`src/rtl/core/lmtc_pkg.sv`:
```
// ----------------------------------------------------------------------------
// LCD mode timing package
// Shared types, register indexes and reset values of the LCD mode timing core.
// ----------------------------------------------------------------------------
package lmtc_pkg;

    // Display modes as reported through STAT.
    typedef enum logic [1:0] {
        MODE_HBLANK = 2'd0,
        MODE_VBLANK = 2'd1,
        MODE_OAM    = 2'd2,
        MODE_XFER   = 2'd3
    } lcd_mode_t;

    // Configuration register indexes.
    localparam logic [2:0] REG_HBLANK_TICKS   = 3'd0;
    localparam logic [2:0] REG_OAM_TICKS      = 3'd1;
    localparam logic [2:0] REG_XFER_TAIL      = 3'd2;
    localparam logic [2:0] REG_VBLANK_LINE    = 3'd3;
    localparam logic [2:0] REG_TOTAL_LINES    = 3'd4;

    localparam int CFG_INDEX_W = 3;
    localparam int CFG_DATA_W  = 9;
    localparam int DOT_W       = 9;
    localparam int POS_W       = 8;

    // Reset values of the configuration registers.
    localparam logic [DOT_W-1:0] RST_HBLANK_TICKS = 9'd200;
    localparam logic [DOT_W-1:0] RST_OAM_TICKS    = 9'd80;
    localparam logic [DOT_W-1:0] RST_XFER_TAIL    = 9'd296;
    localparam logic [DOT_W-1:0] RST_VBLANK_LINE  = 9'd456;
    localparam logic [POS_W-1:0] RST_TOTAL_LINES  = 8'd154;

    // Default screen geometry.
    localparam int DEF_SCREEN_WIDTH  = 160;
    localparam int DEF_SCREEN_HEIGHT = 144;

    // Item widths on the stream ports.
    localparam int IN_DATA_W  = 8;
    localparam int OUT_DATA_W = 32;

    typedef struct packed {
        logic [DOT_W-1:0] hblank_ticks;
        logic [DOT_W-1:0] oam_ticks;
        logic [DOT_W-1:0] xfer_tail_ticks;
        logic [DOT_W-1:0] vblank_line_ticks;
        logic [POS_W-1:0] total_lines;
    } cfg_t;

    typedef struct packed {
        lcd_mode_t        mode;
        logic [DOT_W-1:0] dot_count;
        logic [POS_W-1:0] line_count;
        logic [POS_W-1:0] column_count;
    } timing_state_t;

    // Result item, last field in the lowest bits.
    typedef struct packed {
        logic [POS_W-1:0] pixel_y;
        logic [POS_W-1:0] pixel_x;
        logic             pixel_valid;
        logic             vblank_irq;
        logic             mode_written;
        logic             line_written;
        logic [POS_W-1:0] line_out;
        lcd_mode_t        lcd_mode_out;
    } result_t;

endpackage

```
`src/rtl/core/lmtc_cfg_regs.sv`:
```
// ----------------------------------------------------------------------------
// LCD mode timing configuration registers
// Holds the five timing registers written through the plain write port.
// ----------------------------------------------------------------------------
module lmtc_cfg_regs
    import lmtc_pkg::*;
(
    input  logic                   clk,
    input  logic                   rst_n,
    input  logic                   cfg_wen,
    input  logic [CFG_INDEX_W-1:0] cfg_index,
    input  logic [CFG_DATA_W-1:0]  cfg_data,
    output cfg_t                   cfg
);

    cfg_t cfg_reg;

    // Decode the index; indexes past the last register are ignored.
    always_ff @(posedge clk or negedge rst_n)
    begin
        if (!rst_n)
        begin
            cfg_reg.hblank_ticks      <= RST_HBLANK_TICKS;
            cfg_reg.oam_ticks         <= RST_OAM_TICKS;
            cfg_reg.xfer_tail_ticks   <= RST_XFER_TAIL;
            cfg_reg.vblank_line_ticks <= RST_VBLANK_LINE;
            cfg_reg.total_lines       <= RST_TOTAL_LINES;
        end
        else if (cfg_wen)
        begin
            unique case (cfg_index)
                REG_HBLANK_TICKS: cfg_reg.hblank_ticks      <= cfg_data;
                REG_OAM_TICKS:    cfg_reg.oam_ticks         <= cfg_data;
                REG_XFER_TAIL:    cfg_reg.xfer_tail_ticks   <= cfg_data;
                REG_VBLANK_LINE:  cfg_reg.vblank_line_ticks <= cfg_data;
                REG_TOTAL_LINES:  cfg_reg.total_lines       <= cfg_data[POS_W-1:0];
                default:          ;
            endcase
        end
    end

    assign cfg = cfg_reg;

endmodule

```
`src/rtl/core/lmtc_step.sv`:
```
// ----------------------------------------------------------------------------
// LCD mode timing step logic
// Next state and result item for one dot tick, purely combinational.
// ----------------------------------------------------------------------------
module lmtc_step
    import lmtc_pkg::*;
#(
    parameter int SCREEN_WIDTH  = DEF_SCREEN_WIDTH,
    parameter int SCREEN_HEIGHT = DEF_SCREEN_HEIGHT
)
(
    input  cfg_t          cfg,
    input  timing_state_t cur,
    input  logic          dot_valid,
    output timing_state_t nxt,
    output result_t       res
);

    localparam logic [POS_W-1:0] WIDTH_C  = POS_W'(SCREEN_WIDTH);
    localparam logic [POS_W-1:0] HEIGHT_C = POS_W'(SCREEN_HEIGHT);

    logic [DOT_W:0]   dot_inc;
    logic [DOT_W-1:0] dot_wrap;
    logic [POS_W-1:0] line_inc;
    logic [POS_W-1:0] vb_line;

    // Incremented counts; the exceeds compares use the one bit wider count.
    assign dot_inc  = {1'b0, cur.dot_count} + (DOT_W+1)'(1);
    assign dot_wrap = dot_inc[DOT_W-1:0];
    assign line_inc = cur.line_count + POS_W'(1);
    assign vb_line  = (dot_wrap == cfg.vblank_line_ticks) ? line_inc : cur.line_count;

    always_comb
    begin
        nxt = cur;
        res = '0;
        if (dot_valid)
        begin
            unique case (cur.mode)
                MODE_HBLANK:
                begin
                    if (dot_inc > {1'b0, cfg.hblank_ticks})
                    begin
                        nxt.dot_count    = '0;
                        nxt.line_count   = line_inc;
                        res.line_written = 1'b1;
                        res.mode_written = 1'b1;
                        if (line_inc == HEIGHT_C)
                        begin
                            res.vblank_irq = 1'b1;
                            nxt.mode       = MODE_VBLANK;
                        end
                        else
                        begin
                            nxt.mode = MODE_OAM;
                        end
                    end
                    else
                    begin
                        nxt.dot_count = dot_wrap;
                    end
                end
                MODE_VBLANK:
                begin
                    // A line ends when the wrapped count hits the line length.
                    if (dot_wrap == cfg.vblank_line_ticks)
                    begin
                        nxt.dot_count    = '0;
                        nxt.line_count   = line_inc;
                        res.line_written = 1'b1;
                    end
                    else
                    begin
                        nxt.dot_count = dot_wrap;
                    end
                    // Frame restart is checked on every vblank tick.
                    if (vb_line == cfg.total_lines)
                    begin
                        nxt.mode         = MODE_OAM;
                        nxt.column_count = '0;
                        nxt.line_count   = '0;
                        res.mode_written = 1'b1;
                        res.line_written = 1'b1;
                    end
                end
                MODE_OAM:
                begin
                    if (dot_inc > {1'b0, cfg.oam_ticks})
                    begin
                        nxt.dot_count    = '0;
                        nxt.mode         = MODE_XFER;
                        res.mode_written = 1'b1;
                    end
                    else
                    begin
                        nxt.dot_count = dot_wrap;
                    end
                end
                MODE_XFER:
                begin
                    // One pixel per dot until the column reaches the width.
                    if (cur.column_count < WIDTH_C)
                    begin
                        res.pixel_valid  = 1'b1;
                        res.pixel_x      = cur.column_count;
                        res.pixel_y      = cur.line_count;
                        nxt.column_count = cur.column_count + POS_W'(1);
                    end
                    else if (dot_inc > {1'b0, cfg.xfer_tail_ticks})
                    begin
                        nxt.dot_count    = '0;
                        nxt.mode         = MODE_HBLANK;
                        nxt.column_count = '0;
                        res.mode_written = 1'b1;
                    end
                    else
                    begin
                        nxt.dot_count = dot_wrap;
                    end
                end
                default:
                begin
                    nxt = cur;
                end
            endcase
        end
        res.lcd_mode_out = nxt.mode;
        res.line_out     = nxt.line_count;
    end

endmodule

```
`src/rtl/core/lcd_mode_timing_controller_core.sv`:
```
// ----------------------------------------------------------------------------
// LCD mode timing controller core
// Dot-driven LCD mode sequencer with LY, STAT mode, vblank and pixel requests.
// ----------------------------------------------------------------------------
// Each item accepted on the slave side is one dot tick (tdata bit 0 set) or an
// idle tick (bit 0 clear), and each produces exactly one result item on the next
// clock. The core takes one item per clock for as long as the master side
// takes results; the single output register sets that figure, and a stalled
// master side holds the slave side off through tready. Configuration writes
// take effect on the next clock and are meant to be made while no item is in
// flight.
// ----------------------------------------------------------------------------
module lcd_mode_timing_controller_core
    import lmtc_pkg::*;
#(
    parameter int SCREEN_WIDTH  = DEF_SCREEN_WIDTH,
    parameter int SCREEN_HEIGHT = DEF_SCREEN_HEIGHT
)
(
    input  logic                   clk,
    input  logic                   rst_n,
    // Configuration write port.
    input  logic                   cfg_wen,
    input  logic [CFG_INDEX_W-1:0] cfg_index,
    input  logic [CFG_DATA_W-1:0]  cfg_data,
    // Tick input.
    input  logic                   s_tvalid,
    output logic                   s_tready,
    input  logic [IN_DATA_W-1:0]   s_tdata,   // [0] dot_valid, [7:1] zero
    // Result output.
    output logic                   m_tvalid,
    input  logic                   m_tready,
    // [1:0] lcd_mode_out, [9:2] line_out, [10] line_written, [11] mode_written,
    // [12] vblank_irq, [13] pixel_valid, [21:14] pixel_x, [29:22] pixel_y,
    // [31:30] zero
    output logic [OUT_DATA_W-1:0]  m_tdata
);

    cfg_t          cfg;
    timing_state_t state_reg;
    timing_state_t state_next;
    result_t       res;
    logic          accept;
    logic          m_tvalid_reg;
    result_t       m_data_reg;

    lmtc_cfg_regs u_cfg (
        .clk       (clk),
        .rst_n     (rst_n),
        .cfg_wen   (cfg_wen),
        .cfg_index (cfg_index),
        .cfg_data  (cfg_data),
        .cfg       (cfg)
    );

    lmtc_step #(
        .SCREEN_WIDTH  (SCREEN_WIDTH),
        .SCREEN_HEIGHT (SCREEN_HEIGHT)
    ) u_step (
        .cfg       (cfg),
        .cur       (state_reg),
        .dot_valid (s_tdata[0]),
        .nxt       (state_next),
        .res       (res)
    );

    // The output register frees up whenever it is empty or being drained.
    assign s_tready = !m_tvalid_reg || m_tready;
    assign accept   = s_tvalid && s_tready;

    // Timing state advances once per accepted item.
    always_ff @(posedge clk or negedge rst_n)
    begin
        if (!rst_n)
        begin
            state_reg.mode         <= MODE_OAM;
            state_reg.dot_count    <= '0;
            state_reg.line_count   <= '0;
            state_reg.column_count <= '0;
        end
        else if (accept)
        begin
            state_reg <= state_next;
        end
    end

    // Result register on the master side.
    always_ff @(posedge clk or negedge rst_n)
    begin
        if (!rst_n)
        begin
            m_tvalid_reg <= 1'b0;
        end
        else if (accept)
        begin
            m_tvalid_reg <= 1'b1;
        end
        else if (m_tready)
        begin
            m_tvalid_reg <= 1'b0;
        end
    end

    always_ff @(posedge clk)
    begin
        if (accept)
        begin
            m_data_reg <= res;
        end
    end

    assign m_tvalid = m_tvalid_reg;
    assign m_tdata  = {(OUT_DATA_W - $bits(result_t))'(0), m_data_reg};

    // A vblank interrupt always comes with an LY write and the vblank mode.
    a_irq_vblank : assert property (@(posedge clk) disable iff (!rst_n)
        (m_tvalid && m_data_reg.vblank_irq) |->
            (m_data_reg.lcd_mode_out == MODE_VBLANK && m_data_reg.line_written))
        else $error("vblank interrupt without vblank entry");

    // Pixel requests are only made during transfer and inside the screen width.
    a_pixel_xfer : assert property (@(posedge clk) disable iff (!rst_n)
        (m_tvalid && m_data_reg.pixel_valid) |->
            (m_data_reg.lcd_mode_out == MODE_XFER
             && m_data_reg.pixel_x < POS_W'(SCREEN_WIDTH)))
        else $error("pixel request outside transfer or past the width");

    // The column counter never runs past the screen width.
    a_column_bound : assert property (@(posedge clk) disable iff (!rst_n)
        state_reg.column_count <= POS_W'(SCREEN_WIDTH))
        else $error("column counter past the screen width");

    // An accepted item while the result is stalled would lose a result.
    a_no_overrun : assert property (@(posedge clk) disable iff (!rst_n)
        (m_tvalid && !m_tready) |=> ($stable(m_data_reg) && m_tvalid))
        else $error("stalled result overwritten");

endmodule
```
`config.mk`:
```
export PLATFORM = sky130hd
export DESIGN_NAME = lcd_mode_timing_controller_core
export DESIGN_NICKNAME = d
export VERILOG_FILES = /design/src/rtl/core/lmtc_pkg.sv /design/src/rtl/core/lmtc_cfg_regs.sv /design/src/rtl/core/lmtc_step.sv /design/src/rtl/core/lcd_mode_timing_controller_core.sv
export SDC_FILE = /design/constraint.sdc
export NUM_CORES = 1
export LEC_CHECK = 0
export BUFFER_PORTS_ARGS = -buffer_cell sky130_fd_sc_hd__buf_4
export CORE_ASPECT_RATIO = 0.6
export CORE_MARGIN = 2
export CORE_UTILIZATION = 45
export CTS_CLUSTER_DIAMETER = 80
export DETAILED_ROUTE_END_ITERATION = 8
export SYNTH_ARGS = -nofsm -noshare
export SYNTH_HDL_FRONTEND = slang
export SYNTH_HIERARCHICAL = 1
export SYNTH_SLANG_ARGS = --single-unit
```
`constraint.sdc`:
```
create_clock -name clk -period 7.7 [get_ports clk]
set_input_delay 0.77 -clock clk [delete_from_list [all_inputs] [get_ports clk]]
set_output_delay 0.77 -clock clk [all_outputs]
set_load 0.02 [all_outputs]
```
==> impl_metrics.env <==
export IMPL_synth_area_leader_cell="dfrtp_1"
export IMPL_grt_usage_pct=20.9
export IMPL_placed_cells=767
export IMPL_fmax_mhz=209
export IMPL_irDropWorstVdd_v=0.000123
export IMPL_synth_edff_count=30
export IMPL_synth_cell_area_um2=6190
export IMPL_path_max_fanout=12
export IMPL_period_needed_ns=4.79
export IMPL_htreeDepth=3
export IMPL_dieHeight_um=94.9
export IMPL_setup_worst_path_class="reg2reg"
export IMPL_fin_skew_ns=0.00888
export IMPL_startpoint_type="flop"
export IMPL_grt_max_degree=73
export IMPL_p_seq_share_pct=39.4
export IMPL_gr_total_overflow=0
export IMPL_power_switching_mw=0.852
export IMPL_die_area_um2=14800
export IMPL_grt_pass1_wl_um=23800
export IMPL_route_met2_wl_um=5880
export IMPL_fillers=1244
export IMPL_power_internal_mw=1.31
export IMPL_post_route_period_util_pct=62.2
export IMPL_core_area_um2=13500
export IMPL_clkLatencyLatePin_ns=0.35
export IMPL_finalSetupTns_ns=0
export IMPL_num_rows=33
export IMPL_start_util_pct=45.7
export IMPL_hold_depth=1
export IMPL_synth_seq_cells=102
export IMPL_hold_buffers=0
export IMPL_maxCapViolCount=0
export IMPL_layout_common_cells="dfrtp_1, mux2_2, buf_4, inv_1, nand2_1"
export IMPL_place_congestion=0.920
export IMPL_finish_net_count=658
export IMPL_antenna_found_initial=0
export IMPL_top_layer_used="met4"
export IMPL_first_pass_iters=5
export IMPL_antenna_cells=0
export IMPL_clk_path_buf_depth=2
export IMPL_synthTopCellsByArea="dfrtp_1, edfxtp_1, mux2_2"
export IMPL_synth_avg_cell_area_um2=10.8
export IMPL_status="completed"
export IMPL_path_clk_slew_ns=0.08
export IMPL_ys_flop_type="dfrtp_1"
export IMPL_wl_per_cell_um=18.7
export IMPL_hold_class="reg2reg"
export IMPL_clock_sinks=102
export IMPL_fin_area_um2=6900
export IMPL_worst_r2r_cell_count=15
export IMPL_rsz0062_at_grt="no"
export IMPL_pwr_share_clk_pct=20.9
export IMPL_p_leak_nw=3.00
export IMPL_yosysUniqueCellTypes=66
export IMPL_syn_inst=572
export IMPL_power_density_nw_per_um2=313
export IMPL_yosysSeqAreaShare_pct=44.0
export IMPL_area_growth_pct=11.5
export IMPL_vias_per_cell=5.80
export IMPL_wl_met1_um=7820
export IMPL_fin_cells=783
export IMPL_largest_reg_flops=44
export IMPL_grt_pass1_vias=4345
export IMPL_io_pins=59
export IMPL_ff_latch_area_um2=2720
export IMPL_crit_required_ns=7.99
export IMPL_cp_arrival_ns=5.08
export IMPL_cts_buffers=9
export IMPL_vias=4541
export IMPL_tightestPinTransition_ns=1.16
export IMPL_finalWirelength_um=14700
export IMPL_setup_viol=0
export IMPL_total_power_mw=2.16
export IMPL_final_antenna_net_count=0
export IMPL_drive_gt1_share_pct=27.8
export IMPL_combinationalPowerShare_pct=39.7
export IMPL_root_buffer="clkbuf_16"
export IMPL_finalMaxSlewViolations=0
export IMPL_portBuffers=49
export IMPL_multi_input_area_um2=3140
export IMPL_dieWidth_um=155
export IMPL_layout_commonest_cell="dfrtp_1"
export IMPL_wl_met3_um=764
export IMPL_finalHoldViolCount=0
export IMPL_dp_hpwl_um=10800
export IMPL_relSlewSlack_pct=21.6
export IMPL_post_cts_resized=0
export IMPL_yosysTopAreaCellShare_pct=22.2
export IMPL_swShare_pct=39.5
export IMPL_ys_warn_count=6
export IMPL_end_kind="flop"
export IMPL_first_iter_violations=328
export IMPL_placed_area_um2=6610
export IMPL_cts_tree="done"
export IMPL_synthArstFlopShare_pct=70.6
export IMPL_drcViolationCount=0
export IMPL_post_cts_setup_buffer_count=0
[synth_stat cells (9+ instances only)]
library cell  number
dfrtp_1           55
a31oi_1           10
mux2_2            54
mux2_4            19
o211ai_1           9
xnor2_1           13
dfstp_2           17
buf_4             12
nand2_1           36
nor3_1            13
a21oi_1           21
edfxtp_1          30
nor2_1            30
and2_1            13
xor2_1            10
nand3_1           18
inv_1             44
ha_1              30
clkbuf_1           9
nand4_1           10
o21ai_0           21
[worst paths after layout]
| check | startpoint | slack [ns] | endpoint |
|---|---|---|---|
| min in group asynchronous | rst_n | 0.55 | u_cfg/cfg[28]$_DFFE_PN0P_ |
| max in group asynchronous | rst_n | 6.54 | state_reg[15]$_DFFE_PN0P_ |
| min reg2reg | u_cfg/cfg[29]$_DFFE_PN0P_ | 0.51 | u_cfg/cfg[29]$_DFFE_PN0P_ |
| max reg2reg | state_reg[16]$_DFFE_PN0P_ | 2.91 | state_reg[20]$_DFFE_PN0P_ |
| max | state_reg[16]$_DFFE_PN0P_ | 2.91 | state_reg[20]$_DFFE_PN0P_ |
| min | u_cfg/cfg[29]$_DFFE_PN0P_ | 0.51 | u_cfg/cfg[29]$_DFFE_PN0P_ |
[stage by stage]
step | setup WS (ns) | util (%) | hold slack [ns]
6_report | 2.91 | 51.0 | 0.511
4_1_cts | 2.99 | 51.0 | 0.515
2_1_floorplan | 4.23 | - | 0.474
3_5_place_dp | 3.00 | 48.8 | 0.497
5_1_grt | 2.57 | 51.0 | 0.531
3_3_place_gp | 3.20 | 48.8 | 0.490
[worst max-delay path, cell delays in order, from the launching register on]
cell and delay (ns):
dfrtp_1 0.68, ha_1 0.31, nand2_1 0.20, nor3_1 0.37, inv_1 0.11, nand2_1 0.08
nand2_1 0.12, ha_1 0.34, a2111oi_0 0.46, nand2_1 0.11, o31ai_1 0.69, a2bb2oi_1 0.18
o211ai_1 0.37, nand2_1 0.29, o22ai_1 0.23, mux2_4 0.17
[layout make-up]
cell class                      count  share of cell area [%]
Sequential cell                   102                    39.5
Multi-Input combinational cell    397                    45.4
Timing Repair Buffer               49                    5.33
Clock buffer                        9                    3.26
Inverter                           44                    2.39
Tap cell                          175                    3.17
Clock inverter                      7                   0.979
[power groups by stage]
stage	Clock (mW)	Combinational, mW	Sequential [mW]
floorplan	0	0.658	0.814
global placement	0	0.805	0.851
detailed placement	0	0.838	0.859
CTS	0.464	0.846	0.849
global route	0.480	0.948	0.874
finish	0.451	0.857	0.851
[routing by layer]
metal	up-vias	global-route usage (%)
met3	20	4.36
met5	-	0
li1	2130	-
met2	123	29.6
met1	2268	32.0
met4	0	5.43
[kinds of logic after synthesis]
family / count (synthesis) / synth area share (%)
AO/OA/AOI/OAI: 109 / 11.7
XOR/XNOR: 25 / 3.98
adder cells (fa/ha/maj): 30 / 6.06
buffers and inverters: 74 / 5.57
flip-flops: 102 / 44.0
multiplexers: 74 / 14.6
other: 1 / 0.0605
AND/OR/NAND/NOR: 157 / 14.0
(Power assumes the default switching activity.)
